--- config.mk ---
export PLATFORM = sky130hd
export DESIGN_NAME = ffea_cell
export DESIGN_NICKNAME = d
export VERILOG_FILES = /design/src/ffea_pkg.sv /design/src/ffea_cell.sv
export SDC_FILE = /design/constraint.sdc
export NUM_CORES = 1
export LEC_CHECK = 0
export BUFFER_PORTS_ARGS = -buffer_cell sky130_fd_sc_hd__buf_2
export CAP_MARGIN = 20
export CELL_PAD_IN_SITES_DETAIL_PLACEMENT = 1
export CELL_PAD_IN_SITES_GLOBAL_PLACEMENT = 1
export CORE_MARGIN = 1.5
export CORE_UTILIZATION = 33
export CTS_CLUSTER_SIZE = 8
export DETAILED_ROUTE_END_ITERATION = 8
export PLACE_DENSITY_LB_ADDON = 0.15
export SYNTH_ARGS = -nofsm -noshare
export SYNTH_HDL_FRONTEND = slang
export SYNTH_SLANG_ARGS = --single-unit
--- constraint.sdc ---
create_clock -name clk -period 6.14 [get_ports clk]
set_input_delay 1.228 -clock clk [delete_from_list [all_inputs] [get_ports clk]]
set_output_delay 1.228 -clock clk [all_outputs]
set_load 0.005 [all_outputs]
--- src/ffea_pkg.sv ---
// Shared types and constants for the first-fit extent allocator.
// No dependencies; every other file of the block imports this package.
package ffea_pkg;

	localparam int FIELD_W     = 32;
	localparam int STATUS_W    = 2;
	localparam int TOTAL_W     = 7;
	localparam int CFG_INDEX_W = 1;

	localparam logic [CFG_INDEX_W-1:0] CFG_MIN_BLOCK = 1'b0;
	localparam logic [CFG_INDEX_W-1:0] CFG_BUF_SIZE  = 1'b1;

	localparam logic KIND_ALLOC = 1'b0;
	localparam logic KIND_FREE  = 1'b1;

	typedef enum logic [STATUS_W-1:0] {
		STAT_OK      = 2'd0,
		STAT_NOFIT   = 2'd1,
		STAT_FULL    = 2'd2,
		STAT_BADFREE = 2'd3
	} status_t;

	typedef enum logic [4:0] {
		S_IDLE   = 5'b00001,
		S_SCAN   = 5'b00010,
		S_GATHER = 5'b00100,
		S_DECIDE = 5'b01000,
		S_APPLY  = 5'b10000
	} state_t;

	// Update command broadcast to every cell of the extent row.
	typedef struct packed {
		logic init;
		logic remove;
		logic insert;
		logic wr_sel;
		logic wr_lo;
	} cell_ctl_t;

endpackage

--- src/ffea_cell.sv ---
// One slot of the extent row: holds one free extent and shifts with its neighbors.
// Depends on ffea_pkg for the command struct.
module ffea_cell import ffea_pkg::*; #(
	parameter int W       = 32,
	parameter int CW      = 7,
	parameter int INDEX   = 0,
	parameter logic [W-1:0] RESET_LEN = '0
) (
	input  logic          clk,
	input  logic          arst_n,
	input  logic [CW-1:0] count,
	input  logic          scan_en,
	input  logic          is_alloc,
	input  logic [W-1:0]  req_off,
	input  logic [W-1:0]  req_size,
	input  logic          prev_ge_c,
	output logic          ge_c,
	input  logic          prev_ge_q,
	input  logic          next_ge_q,
	output logic          ge_q,
	output logic          sel_q,
	output logic          lo,
	input  logic [W-1:0]  prev_start,
	input  logic [W-1:0]  prev_len,
	input  logic [W-1:0]  next_start,
	input  logic [W-1:0]  next_len,
	input  cell_ctl_t     ctl,
	input  logic [W-1:0]  wr_start,
	input  logic [W-1:0]  wr_len,
	output logic [W-1:0]  start_q,
	output logic [W-1:0]  len_q
);

	logic valid;
	logic fit;
	logic lt;
	logic first;

	assign valid = CW'(INDEX) < count;
	assign fit   = valid && (len_q >= req_size);
	assign lt    = valid && (start_q < req_off);
	// Allocation: the marker ripples from the first fitting extent onward.
	// Free: the table is sorted, so "not below the offset" is already a suffix.
	assign ge_c  = is_alloc ? (prev_ge_c | fit) : !lt;
	assign lo    = !ge_q && next_ge_q;
	assign first = ge_q && !prev_ge_q;

	always_ff @(posedge clk or negedge arst_n) begin
		if (!arst_n) begin
			ge_q  <= 1'b0;
			sel_q <= 1'b0;
		end else if (scan_en) begin
			ge_q  <= ge_c;
			sel_q <= ge_c && !prev_ge_c && valid;
		end
	end

	always_ff @(posedge clk or negedge arst_n) begin
		if (!arst_n) begin
			start_q <= '0;
			len_q   <= (INDEX == 0) ? RESET_LEN : '0;
		end else if (ctl.init) begin
			start_q <= '0;
			len_q   <= wr_len;
		end else if (ctl.remove && ge_q) begin
			start_q <= next_start;
			len_q   <= next_len;
		end else if (ctl.insert && ge_q) begin
			start_q <= first ? wr_start : prev_start;
			len_q   <= first ? wr_len : prev_len;
		end else if ((ctl.wr_sel && sel_q) || (ctl.wr_lo && lo)) begin
			start_q <= wr_start;
			len_q   <= wr_len;
		end
	end

endmodule
==> flow_metrics.env <==
export IMPL_cp_common_cell="buf_2"
export IMPL_synthMuxAreaShare=0.0554
export IMPL_first_pass_iters=4
export IMPL_ant_nets=0
export IMPL_synthXorXnorAreaFrac=0
export IMPL_startpoint_type="input pin"
export IMPL_grt_use_total=0.256
export IMPL_cts_hold_buf=0
export IMPL_wl_um=23200
export IMPL_area_growth_pct=38.5
export IMPL_port_buffer_count=342
export IMPL_synth_edff_count=0
export IMPL_vdd_drop_max_v=0.000135
export IMPL_start_util=0.336
export IMPL_tritoncts_num_buffers=9
export IMPL_synthArstFlopShare=1.00
export IMPL_drive_above_1_share=0.405
export IMPL_hold_path_class="register to register"
export IMPL_wl_per_cell_um=18.9
export IMPL_critPathTopFamily="simple AND/OR/NAND/NOR gates"
export IMPL_grt_pass1_vias=6776
export IMPL_num_nets_final=1332
export IMPL_min_from="sel_q$_DFFE_PN0P_"
export IMPL_die_x_um=135
export IMPL_max_freq_ghz=0.225
export IMPL_finalSetupTns_ps=0
export IMPL_fin_crit_sh=0.723
export IMPL_antenna_found_initial=7
export IMPL_vias=6458
export IMPL_n_fill_cell=2152
export IMPL_synth_area_leader_cell="dfrtp_1"
export IMPL_setup_viol=0
export IMPL_coreArea_um2=17200
export IMPL_clkTransAtPathRegs_ps=60
export IMPL_ys_flop_type="dfrtp_1"
export IMPL_cts_root_buffer="clkbuf_16"
export IMPL_r2r_slack_ps=3350
export IMPL_arrival_ps=3210
export IMPL_synth_cell_area_um2=5780
export IMPL_power_leakage_nw=4.39
export IMPL_seq_area_um2=1650
export IMPL_rr_startpoint="ge_q$_DFFE_PN0P_"
export IMPL_path_class="input pin to output pin"
export IMPL_fin_skew_ps=4.40
export IMPL_drv_cap=0
export IMPL_p_per_area_nw_per_um2=255
export IMPL_synth_cells=680
export IMPL_hold_viol_final=0
export IMPL_path_buf_inv=3
export IMPL_crit_chain="buf_2, inv_1, ha_1, a21oi_1, a21boi_1, or4b_1, nor4_1, o2bb2a_2, nor2_1, buf_2"
export IMPL_synth_cell_types=46
export IMPL_grt_setup_unrepaired="false"
export IMPL_drv_slew=0
export IMPL_worst_pin_slew_ps=940
export IMPL_dp_hpwl_um=17900
export IMPL_die_y_um=135
export IMPL_grt_overflow_total=0
export IMPL_status="finished, final reports clean"
export IMPL_die_area_um2=18300
export IMPL_htree_levels=3
export IMPL_syn_nets=1018
export IMPL_ys_ff_latch=66
export IMPL_cp_required_ps=4910
export IMPL_cts_tree="built"
export IMPL_setup_ws_ps=1700
export IMPL_drt_drc_violations_left=0
export IMPL_place_ws_ps=1670
export IMPL_rows=48
export IMPL_grt_first_pass_wirelength_um=36000
export IMPL_relSlewSlack=0.373
export IMPL_dr_first_iter_drc_count=168
export IMPL_worstSetupStartpoint="req_size[14]"
export IMPL_cts_resized=0
export IMPL_cts_max_path_buffers=2
export IMPL_synth_top_family_by_area="compound AO/OA/AOI/OAI gates"
export IMPL_synth_warnings=0
export IMPL_netlist_area_leader_share=0.286
export IMPL_ios=343
export IMPL_grt_max_degree=73
export IMPL_slowest_stage="or4b_1"
export IMPL_synth_area_per_cell_um2=8.50
export IMPL_place_gp_congestion=0.807
export IMPL_avgViaCountPerCell=5.25
export IMPL_cts_sinks=66
export IMPL_cp_end_kind="output pin"
export IMPL_ys_seq_area_frac=0.286
export IMPL_clk_latency_ps=340
export IMPL_cp_slowest_stage_delay_ps=480
export IMPL_multiInputGateArea_um2=3560
export IMPL_synthAdderAreaFrac=0.136
export IMPL_synthTopCellsByArea="dfrtp_1 (29%), ha_1 (14%), a221oi_2 (7.8%)"
export IMPL_final_min_clock_period_ps=4440
export IMPL_synthSimpleGateAreaFrac=0.132
export IMPL_cp_max_fo=3
export IMPL_synth_compound_area_share=0.290
export IMPL_post_cts_setup_buffers=0
-- per-stage QoR --
| step | total power [mW] | util | hold slack [ps] | cell area [um2] | std cells |
|---|---|---|---|---|---|
| finish | 2.04 | 0.466 | 534 | 8010 | 1229 |
| global route | 2.19 | 0.466 | 584 | 8000 | 1227 |
| floorplan | 1.08 | - | 503 | 5780 | 680 |
| global placement | 1.41 | 0.445 | 550 | 7640 | 1208 |
| detailed placement | 1.43 | 0.445 | 533 | 7640 | 1208 |
| CTS | 2.07 | 0.465 | 548 | 7990 | 1224 |
-- worst reg2reg max path: stages (launching register included) --
cell and delay, ps:
dfrtp_1 610, nand3_2 570, nor3_4 490, buf_4 440, a221o_1 220, o21ai_1 50
a221oi_1 300
-- where the power goes --
| group | internal (mW) | switching (mW) | total [mW] |
|---|---|---|---|
| clock network | 0.418 | 0.206 | 0.624 |
| logic | 0.371 | 0.435 | 0.805 |
| registers | 0.523 | 0.0915 | 0.614 |
| total | 1.31 | 0.732 | 2.04 |
-- flip-flops by register name, summed over array words and instances (netlist names) --
name	cells
len_q	32
start_q	32
ge_q	1
sel_q	1
-- final timing paths --
path / to / cells after the start
min in group asynchronous: len_q[18]$_DFFE_PN0P_ / 1
hold / removal: sel_q$_DFFE_PN0P_ / 2
setup reg to reg: len_q[31]$_DFFE_PN0P_ / 6
max in group asynchronous: len_q[10]$_DFFE_PN0P_ / 1
setup / recovery: ge_c / 10
hold reg to reg: sel_q$_DFFE_PN0P_ / 2
-- per-layer routing --
metal  global-route usage  vias up  part of all wire
li1                     -     3121                 -
met2                0.466      219              0.50
met5                    0        -           0.00099
met3               0.0576       38             0.068
met4               0.0944        4             0.026
met1                0.292     3076              0.40
-- placed cells by master (no fill, tap or decap), drive strengths merged, types with 33 or more instances in the layout --
cell type | Yosys | final
a221oi | 35 | 35
o211ai | 33 | 33
inv | 99 | 99
ha | 63 | 63
o21ai | 40 | 40
buf | 18 | 350
dfrtp | 66 | 66
a21oi | 53 | 53
nand2 | 87 | 87
nor3 | 38 | 38
-- layout make-up --
type                    count  share of cell area
diodes                      5             0.00156
clock buffers              11              0.0316
clock inverters             5              0.0125
flip-flops and latches     66               0.206
inverters                  99              0.0464
well taps                 225              0.0352
repair buffers            350               0.222
multi-input cells         468               0.445
-- logic make-up after synthesis --
logic type	Yosys count
muxes	32
buffers and inverters	146
AOI/OAI and AO/OA	210
and+or+nand+nor	163
adders and majority gates	63
DFF	66
-- cells in the mapped netlist, drive strengths merged, types with 2 or more instances --
cell type and count:
and4 2, a2111oi 2, nand4 6, dfrtp 66
nand2 87, nor2 8, o211ai 33, o21ai 40
buf 18, ha 63, nor3 38, nor4 3
a21o 3, clkbuf 29, a221oi 35, a211oi 2
nand2b 2, a221o 32, mux2i 32, a21oi 53
and2 3, nand3 9, o31ai 2, inv 99
(Power assumes the default switching activity.)
